[src/rtl/core/irsfd_pkg.sv]
// ----------------------------------------------------------------------------
// irsfd_pkg
// Beat types, header bytes and the byte-wide CRC-16/CCITT-FALSE step shared by
// the strength frame decoder.
// ----------------------------------------------------------------------------
package irsfd_pkg;

	localparam logic [7:0]  HDR_FIRST  = 8'hA5;
	localparam logic [7:0]  HDR_SECOND = 8'h5A;
	localparam logic [15:0] CRC_INIT   = 16'hFFFF;
	localparam logic [15:0] CRC_POLY   = 16'h1021;
	localparam logic [15:0] CRC_TOP    = 16'h8000;

	typedef struct packed {
		logic [7:0]  data_byte;
		logic [47:0] time_ms;
	} in_beat_t;

	typedef struct packed {
		logic [7:0]  sequence_res;
		logic [3:0]  channel;
		logic [15:0] strength;
		logic [47:0] stamp_ms;
		logic        last;
	} out_beat_t;

	// msb-first crc over one byte, eight shift steps
	function automatic logic [15:0] crc_update(input logic [15:0] crc_in,
			input logic [7:0] b);
		logic [15:0] c;
		c = crc_in ^ {b, 8'h00};
		for (int i = 0; i < 8; i++) begin
			if ((c & CRC_TOP) != 16'h0000) begin
				c = {c[14:0], 1'b0} ^ CRC_POLY;
			end else begin
				c = {c[14:0], 1'b0};
			end
		end
		return c;
	endfunction

endpackage

[src/rtl/core/ir_strength_frame_decoder.sv]
// ----------------------------------------------------------------------------
// ir_strength_frame_decoder
// Deframes a serial byte stream (A5 5A header, sequence, strength words,
// CRC-16/CCITT-FALSE) and emits one result beat per channel of a good frame.
// ----------------------------------------------------------------------------
//
//  channel | valid      | stall      | payload                     | dir
//  --------+------------+------------+-----------------------------+-----
//  byte    | byte_valid | byte_stall | byte_data (in_beat_t)       | in
//  res     | res_valid  | res_stall  | res_data  (out_beat_t)      | out
//
//  the crc step of a received byte is done as the byte is accepted
//  the byte that completes a good frame starts emission: for each channel
//  the strength memories are read (ST_READ), then the output register is
//  loaded (ST_LOAD), which waits while res_stall holds the previous beat
//  byte_stall is high during emission; the output register holds a beat
//  while res_stall is high
//  reset clears the frame counter, crc and fsm; strength memories are not reset
// ----------------------------------------------------------------------------
module ir_strength_frame_decoder #(
	parameter int NUM_CHANNELS = 16
) (
	input  logic                 clk,
	input  logic                 arst_n,
	input  logic                 byte_valid,
	output logic                 byte_stall,
	input  irsfd_pkg::in_beat_t  byte_data,
	output logic                 res_valid,
	input  logic                 res_stall,
	output irsfd_pkg::out_beat_t res_data
);

	localparam int PAYLOAD_BYTES = 2 * NUM_CHANNELS;
	localparam int CRC_SPAN      = 3 + PAYLOAD_BYTES;
	localparam int FRAME_BYTES   = CRC_SPAN + 2;
	localparam int POS_W         = $clog2(FRAME_BYTES);
	localparam int CH_W          = (NUM_CHANNELS > 1) ? $clog2(NUM_CHANNELS) : 1;

	localparam logic [POS_W-1:0] POS_HDR1  = POS_W'(0);
	localparam logic [POS_W-1:0] POS_HDR2  = POS_W'(1);
	localparam logic [POS_W-1:0] POS_SEQ   = POS_W'(2);
	localparam logic [POS_W-1:0] POS_DATA  = POS_W'(3);
	localparam logic [POS_W-1:0] POS_CRCLO = POS_W'(CRC_SPAN);
	localparam logic [POS_W-1:0] POS_LAST  = POS_W'(FRAME_BYTES - 1);
	localparam logic [CH_W-1:0]  CH_LAST   = CH_W'(NUM_CHANNELS - 1);

	typedef enum logic [1:0] {
		ST_RX,
		ST_READ,
		ST_LOAD
	} state_t;

	state_t               state_q;
	logic [POS_W-1:0]     byte_count_q;
	logic [15:0]          crc_q;
	logic [7:0]           seq_q;
	logic [7:0]           crc_lo_q;
	logic [47:0]          stamp_q;
	logic [CH_W-1:0]      ch_q;
	logic                 res_valid_q;
	irsfd_pkg::out_beat_t res_data_q;

	// strength bytes, low and high byte of each channel in separate banks
	logic [7:0]           mem_lo [NUM_CHANNELS];
	logic [7:0]           mem_hi [NUM_CHANNELS];
	logic [7:0]           rd_lo_q;
	logic [7:0]           rd_hi_q;

	logic                 accept;
	logic [7:0]           b;
	logic [15:0]          crc_next;
	logic [15:0]          crc_first;
	logic [POS_W-1:0]     pay_idx;
	logic                 wr_en;
	logic [CH_W-1:0]      wr_addr;
	logic                 rd_en;
	logic                 out_free;

	assign byte_stall = (state_q != ST_RX);
	assign accept     = byte_valid && !byte_stall;
	assign b          = byte_data.data_byte;
	assign crc_next   = irsfd_pkg::crc_update(crc_q, b);
	assign crc_first  = irsfd_pkg::crc_update(irsfd_pkg::CRC_INIT, b);
	assign pay_idx    = byte_count_q - POS_DATA;
	assign wr_addr    = CH_W'(pay_idx >> 1);
	assign wr_en      = accept && (byte_count_q >= POS_DATA) && (byte_count_q < POS_CRCLO);
	assign rd_en      = (state_q == ST_READ);
	assign out_free   = !res_valid_q || !res_stall;

	assign res_valid  = res_valid_q;
	assign res_data   = res_data_q;

	always_ff @(posedge clk) begin
		if (wr_en) begin
			if (pay_idx[0]) begin
				mem_hi[wr_addr] <= b;
			end else begin
				mem_lo[wr_addr] <= b;
			end
		end
	end

	always_ff @(posedge clk) begin
		if (rd_en) begin
			rd_lo_q <= mem_lo[ch_q];
			rd_hi_q <= mem_hi[ch_q];
		end
	end

	always_ff @(posedge clk or negedge arst_n) begin
		if (!arst_n) begin
			state_q      <= ST_RX;
			byte_count_q <= '0;
			crc_q        <= irsfd_pkg::CRC_INIT;
			seq_q        <= '0;
			crc_lo_q     <= '0;
			stamp_q      <= '0;
			ch_q         <= '0;
			res_valid_q  <= 1'b0;
			res_data_q   <= '0;
		end else begin
			if (res_valid_q && !res_stall) begin
				res_valid_q <= 1'b0;
			end
			case (state_q)
				ST_RX: begin
					if (accept) begin
						if (byte_count_q == POS_HDR1) begin
							if (b == irsfd_pkg::HDR_FIRST) begin
								crc_q        <= crc_first;
								byte_count_q <= POS_HDR2;
							end
						end else if (byte_count_q == POS_HDR2) begin
							if (b == irsfd_pkg::HDR_SECOND) begin
								crc_q        <= crc_next;
								byte_count_q <= POS_SEQ;
							end else if (b == irsfd_pkg::HDR_FIRST) begin
								// a repeated A5 may open a new frame
								crc_q        <= crc_first;
								byte_count_q <= POS_HDR2;
							end else begin
								crc_q        <= irsfd_pkg::CRC_INIT;
								byte_count_q <= POS_HDR1;
							end
						end else if (byte_count_q < POS_CRCLO) begin
							if (byte_count_q == POS_SEQ) begin
								seq_q <= b;
							end
							crc_q        <= crc_next;
							byte_count_q <= byte_count_q + POS_W'(1);
						end else if (byte_count_q == POS_CRCLO) begin
							crc_lo_q     <= b;
							byte_count_q <= byte_count_q + POS_W'(1);
						end else begin
							byte_count_q <= POS_HDR1;
							crc_q        <= irsfd_pkg::CRC_INIT;
							if ({b, crc_lo_q} == crc_q) begin
								stamp_q <= byte_data.time_ms;
								ch_q    <= '0;
								state_q <= ST_READ;
							end
						end
					end
				end
				ST_READ: begin
					state_q <= ST_LOAD;
				end
				ST_LOAD: begin
					if (out_free) begin
						res_valid_q             <= 1'b1;
						res_data_q.sequence_res <= seq_q;
						res_data_q.channel      <= 4'(ch_q);
						res_data_q.strength     <= {rd_hi_q, rd_lo_q};
						res_data_q.stamp_ms     <= stamp_q;
						res_data_q.last         <= (ch_q == CH_LAST);
						if (ch_q == CH_LAST) begin
							state_q <= ST_RX;
						end else begin
							ch_q    <= ch_q + CH_W'(1);
							state_q <= ST_READ;
						end
					end
				end
				default: begin
					state_q <= ST_RX;
				end
			endcase
		end
	end

`ifndef NO_ASSERTIONS
	a_count_range: assert property (@(posedge clk) disable iff (!arst_n)
		byte_count_q <= POS_LAST)
		else $error("frame byte counter past the last frame byte");

	a_idle_crc: assert property (@(posedge clk) disable iff (!arst_n)
		(byte_count_q == POS_HDR1) |-> (crc_q == irsfd_pkg::CRC_INIT))
		else $error("crc not at its initial value while hunting");

	a_emit_start: assert property (@(posedge clk) disable iff (!arst_n)
		(state_q == ST_READ && $past(state_q) == ST_RX) |->
			($past(byte_count_q) == POS_LAST && $past(accept) && byte_count_q == POS_HDR1))
		else $error("emission started without a completed frame");

	a_last_channel: assert property (@(posedge clk) disable iff (!arst_n)
		(res_valid_q && res_data_q.last) |-> (res_data_q.channel == 4'(NUM_CHANNELS - 1)))
		else $error("last flag on a channel other than the final one");
`endif

endmodule
[config.mk]
export PLATFORM = sky130hd
export DESIGN_NAME = ir_strength_frame_decoder
export DESIGN_NICKNAME = d
export VERILOG_FILES = /design/src/rtl/core/irsfd_pkg.sv /design/src/rtl/core/ir_strength_frame_decoder.sv
export SDC_FILE = /design/constraint.sdc
export NUM_CORES = 1
export LEC_CHECK = 0
export BUFFER_PORTS_ARGS = -buffer_cell sky130_fd_sc_hd__buf_2
export CORE_UTILIZATION = 43
export CTS_BUF_LIST = sky130_fd_sc_hd__clkbuf_8
export CTS_CLUSTER_DIAMETER = 150
export DETAILED_ROUTE_END_ITERATION = 10
export SKIP_LAST_GASP = 1
export SLEW_MARGIN = 15
export SYNTH_ARGS = -nofsm -noshare
export SYNTH_HDL_FRONTEND = slang
export SYNTH_SLANG_ARGS = --single-unit
[constraint.sdc]
create_clock -name clk -period 4.8 [get_ports clk]
set_input_delay 0.48 -clock clk [delete_from_list [all_inputs] [get_ports clk]]
set_output_delay 0.48 -clock clk [all_outputs]
set_load 0.05 [all_outputs]
# Word-level counts from Yosys, hierarchy flattened
# Memory sizes are Yosys's and may differ from the RTL's. A register that Yosys moved wholly into a read port is not among the register bits.
# Cells that the tools add are included.
[word_totals] ram_bits=256 memories=2 register_bits=170 elab_cells=138 in_bits=60
[op_classes] n_eq_ne=19 mux=57 bitwise_logic=22 n_reduce_logical=20 addsub=3 magnitude_cmp=2
[memory_table] name="mem_hi" depth=16 width=8 rd=1 rd_clocked_by_memory_dff=1 write_ports=1 line="ir_strength_frame_decoder.sv:65" source="logic [7:0] mem_hi [NUM_CHANNELS];"
[memory_table] name="mem_lo" depth=16 width=8 rd=1 rd_clocked_by_memory_dff=1 write_ports=1 line="ir_strength_frame_decoder.sv:64" source="logic [7:0] mem_lo [NUM_CHANNELS];"
[op_table] operator="13-bit 2-to-1 mux" n=16
[op_table] operator="16-bit 2-to-1 mux" n=7
[op_table] operator="3-bit inverter" n=16
[op_table] operator="4-bit 2-to-1 mux" n=8
[op_table] operator="6-bit 2-to-1 mux" n=5
[op_table] operator="16-bit == test" n=1
[op_table] operator="2-bit 2-to-1 mux" n=8
[op_table] operator="2-bit inequality test, second input constant" n=8
[op_table] operator="16-bit inverter" n=1
[op_table] operator="16-bit bitwise XOR" n=1
[op_table] operator="7-bit AND reduction" n=2
[op_table] operator="6-bit AND reduction" n=2
[op_table] operator="1-bit 2-to-1 mux" n=11
[op_table] operator="9-bit AND reduction" n=1
[op_table] operator="8-bit by 7-bit == test with 1-bit output, second input constant" n=1
[op_table] operator="8-bit == test, second input constant" n=1
[op_table] operator="4-bit case mux with 2 select lines" n=1
[op_table] operator="6-bit by 1-bit adder with 6-bit output, second input constant" n=1
[op_table] operator="6-bit by 1-bit == test with 1-bit output, second input constant" n=1
[op_table] operator="6-bit by 2-bit == test with 1-bit output, second input constant" n=1
[op_table] operator="6-bit == test, second input constant" n=1
[op_table] operator="6-bit by 2-bit >= comparator with 1-bit output, second input constant" n=1
[op_table] operator="6-bit logical NOT" n=1
[op_table] operator="6-bit less-than comparator, second input constant" n=1
[op_table] operator="17 further kinds" n=26

# Longest topological paths before layout
[depth] word_depth=21 depth_mapped=9 depth_no_buf=7

# Worst setup path after synthesis
# Ideal clock, no wire load.
[synth_path] kind="register to register" start="register byte_count_q[3]" end="memory mem_lo[15][0] (enable)" stages_incl_launch_ff=8 required_time_ns=4.430 path_slack_ns=2.398 arrival_time_ns=2.031 setup_time_ns=0.370 cell_sequence="dfrtp_1 -> or3_1 -> buf_2 -> o21ai_0 -> nand3_1 -> nor2_1 -> nand3_1 -> nor2_1"
[synth_via] elab_chain_len=5 elab_cells_between_ends=7
[synth_rtl] item="from (decl)" line="ir_strength_frame_decoder.sv:54" source="logic [POS_W-1:0] byte_count_q;"
[synth_rtl] item="from (signal assigned)" line="ir_strength_frame_decoder.sv:150" source="byte_count_q <= byte_count_q + POS_W'(1);"
[synth_rtl] item="from (signal assigned)" line="ir_strength_frame_decoder.sv:153" source="byte_count_q <= byte_count_q + POS_W'(1);"
[synth_rtl] item="6-bit by 2-bit >= comparator with 1-bit output" line="ir_strength_frame_decoder.sv:86" source="assign wr_en = accept && (byte_count_q >= POS_DATA) && (byte_count_q < POS_CRCLO);"
[synth_rtl] item="1-bit logical AND (2 in a row)" line="ir_strength_frame_decoder.sv:86"
[synth_rtl] item="1-bit 2-to-1 mux" line="ir_strength_frame_decoder.sv:94" source="if (wr_en) begin"
[synth_rtl] item="1-bit 2-to-1 mux (implied by the code)" line="ir_strength_frame_decoder.sv:98" source="mem_lo[wr_addr] <= b;"
[synth_rtl] item="to (decl)" line="ir_strength_frame_decoder.sv:64"
# Parallel ways exist; a longest one is shown, timed or not.

# Worst setup path after layout
[layout_path] start="register byte_count_q[3]" end="memory mem_lo[7][3] (enable)"
# The elaborated chain is that of the path after synthesis.

==> flow_metrics.py <==
metrics = {
    "clock_tree": {
        "cts_made_buffers": 74,
        "clock_latency_ps": 620,
        "clk_pin_slew_ps": 60,
        "post_cts_buffers": 0,
        "h-tree-depth": 3,
        "clock-sinks": 442,
        "cts_tree": "built",
        "clock_path_buffers": 3,
        "clock-root-buffer": "clkbuf_8",
    },
    "timing": {
        "finalClockSkew_ps": 39.26,
        "report.final.slew_viol_count": 0,
        "slew_headroom_pct": 29.61,
        "worstMarginPinSlew_ps": 1051,
        "setup_violations": 0,
        "post-route-period-util_pct": 67.80,
        "finalHoldViolations": 0,
        "fin_crit_ps": 3254,
        "max_freq_ghz": 0.3073,
        "setup_tns_ps": 0,
        "whs_ps": 59.88,
        "grt_setup_unrepaired": "no",
    },
    "worst_setup_path": {
        "worstSetupEndpointType": "register",
        "r2r_cells": 6,
        "reg2reg_from": "byte_count_q[3]",
        "crit_start": "byte_count_q[3]",
        "rr_endpoint": "mem_lo[7][3]",
        "critPathKind": "reg -> reg",
        "start_kind": "register",
        "r2r_slack_ps": 1550,
        "required_ps": 5010,
        "cp-endpoint": "mem_lo[7][3]",
        "critPathArrivalTime_ps": 3460,
        "crit_fanout": 15,
    },
    "yosys": {
        "netlist_area_um2": 17660,
        "syn_inst": 1048,
        "yosys_warnings": 0,
        "async_flop_share_pct": 38.46,
        "synth_flop_cell": "edfxtp_1",
        "ys_ff_latch": 442,
        "syn_area_per_cell_um2": 16.86,
        "synthDistinctLibCells": 55,
        "synth_edf_count": 272,
        "ys_seq_area_share_pct": 70.43,
        "synth_nets": 1113,
    },
    "cells_and_area": {
        "fillCellCount": 3358,
        "drive_above_1_share_pct": 35.85,
        "nets": 1295,
        "syn2layout_area_growth_pct": 15.02,
    },
    "routing": {
        "dr_total_vias": 9467,
        "drt_wl_total_um": 37630,
        "via_per_inst": 5.225,
        "wire_per_inst_um": 20.77,
        "ant_nets": 0,
        "route.detailed.drc": 0,
        "drt-initial-drc-count": 702,
        "drtPass1Iterations": 4,
    },
    "floorplanning": {
        "die-area_um2": 41890,
        "initial_core_util_pct": 44.05,
        "ios": 139,
        "num_rows": 73,
        "chipHeight_um": 204.7,
        "die_w_um": 204.7,
        "core_um2": 40100,
    },
    "power_and_ir_drop": {
        "ir_drop_mv": 0.1720,
        "p_leak_nw": 8.386,
        "powerDensity_nw_per_um2": 434.6,
    },
    "outcome": {
        "status": "complete, no violations",
    },
    "job": {
        "maxCapViolations": 0,
    },
    "global_routing": {
        "grt_pass1_wl_um": 58280,
        "grt_pass1_vias": 9855,
        "grt_max_degree": 115,
        "grt_use_total_pct": 18.61,
        "antenna_found_initial": 0,
        "grt.overflow.total": 0,
    },
    "placement": {
        "dp_hpwl_um": 23340,
        "io_buffer_count": 138,
        "place_congestion": 0.7623,
    },
    "hold_path": {
        "holdCritPathClass": "in -> reg",
    },
}
==> routing by layer <==
layer  global-route usage [%]  vias up  share of wire, %
li1                         -     4299                 -
met1                    25.42     4901                44
met2                    29.36      224                49
met3                    4.423       43               5.4
met4                    6.023        0               1.8
met5                        0        -                 0
==> area by class of cell <==
type / instances / area [µm²] / area share (%)
Tap cell: 525 / 656.9 / 3.233
Sequential cell: 442 / 12450 / 61.26
Clock buffer: 85 / 1170 / 5.758
Clock inverter: 47 / 229.0 / 1.127
Multi-Input combinational cell: 552 / 4943 / 24.33
Timing Repair Buffer: 155 / 849.6 / 4.182
Antenna cell: 1 / 2.502 / 0.01232
Inverter: 5 / 18.77 / 0.09238
==> through the flow <==
step	std cells	setup WS, ps	power [mW]	instance area, µm²	util [%]
floorplan	1048	2398	5.428	17660	-
global placement	1674	1578	5.762	18870	47.05
detailed placement	1674	1537	5.775	18870	47.05
CTS	1811	1518	8.934	20310	50.66
global route	1811	1295	9.267	20310	50.66
finish	1812	1546	8.830	20320	50.67
==> sequential cells by signal (all words and copies together) (netlist names), 16 cells and up <==
signal	cells
crc_q	16
mem_hi	128
mem_lo	128
res_data	77
stamp_q	48
==> cell usage after synthesis, drive strengths merged (10+ instances only) <==
master | count | area (µm²)
buf | 28 | 191.4
dfrtp | 154 | 3854
nand2 | 165 | 619.3
xnor2 | 30 | 285.3
edfxtp | 272 | 8168
o21ai | 19 | 95.09
mux4 | 80 | 1802
a21oi | 19 | 125.1
nor2 | 49 | 191.4
nand3 | 14 | 75.07
clkbuf | 21 | 78.83
mux2 | 92 | 1036
xor2 | 10 | 87.58
dfstp | 16 | 420.4
==> report_power, final <==
part / switching, mW / internal [mW]
logic: 0.774 / 0.496
clock network: 1.45 / 1.67
registers: 0.148 / 4.29
total: 2.38 / 6.45
==> logic make-up (layout without fill, tap and decap cells) <==
family | count (synthesis) | in the layout | share of synthesized area, %
flip-flops | 442 | 442 | 70.43
AND/OR/NAND/NOR | 275 | 275 | 7.119
multiplexers | 172 | 172 | 16.06
AO/OA/AOI/OAI | 60 | 60 | 2.281
buffers and inverters | 54 | 292 | 1.636
XOR/XNOR | 40 | 40 | 2.111
adder cells (fa/ha/maj) | 5 | 5 | 0.3542
other | 0 | 1 | 0
==> placed cells by master, fill, tap and decap left out, types with 3 or more instances in the layout <==
cell type,count
edfxtp_1,272
nand2_1,164
dfrtp_1,152
buf_2,137
mux2_2,92
clkbuf_8,85
mux4_2,80
nor2_1,48
inv_1,34
xnor2_1,27
o21ai_0,19
dfstp_2,16
nand3_1,13
a21oi_1,11
buf_4,11
xor2_1,10
clkinv_1,9
a21oi_2,8
nand4_1,6
or3_1,5
nand2b_1,5
nor2b_1,5
ha_1,5
dlygate4sd3_1,5
a22o_1,4
and3_1,4
clkinv_2,4
a31oi_1,3
nor3_1,3
xnor2_2,3
==> worst min path at each step <==
| stage | startpoint | end | slack (ps) | cells after the start |
|---|---|---|---|---|
| floorplan | arst_n | byte_count_q[0] | 180 | 0 |
| global placement | stamp_q[13] | stamp_q[13] | 450 | 2 |
| detailed placement | stamp_q[16] | stamp_q[16] | 460 | 2 |
| CTS | byte_data[25] | stamp_q[25] | 2 | 3 |
| global route | byte_data[27] | stamp_q[27] | 20 | 3 |
| finish | byte_data[27] | stamp_q[27] | 60 | 3 |
==> worst max-delay path: stages, from the launching register on <==
cell,delay [ps]
dfrtp_1,550
or3_1,590
o21ai_0,370
nand3_1,140
nor2_1,230
nand3_1,240
nor2_1,740
==> what timing repair did <==
item / CTS / global route
hold buffers: 5 / 0
gates resized for setup: 0 / 0
hold endpoints to repair: 60 / 0
setup endpoints to repair: 0 / 0
No activity file was read; power rests on OpenSTA's default activity.
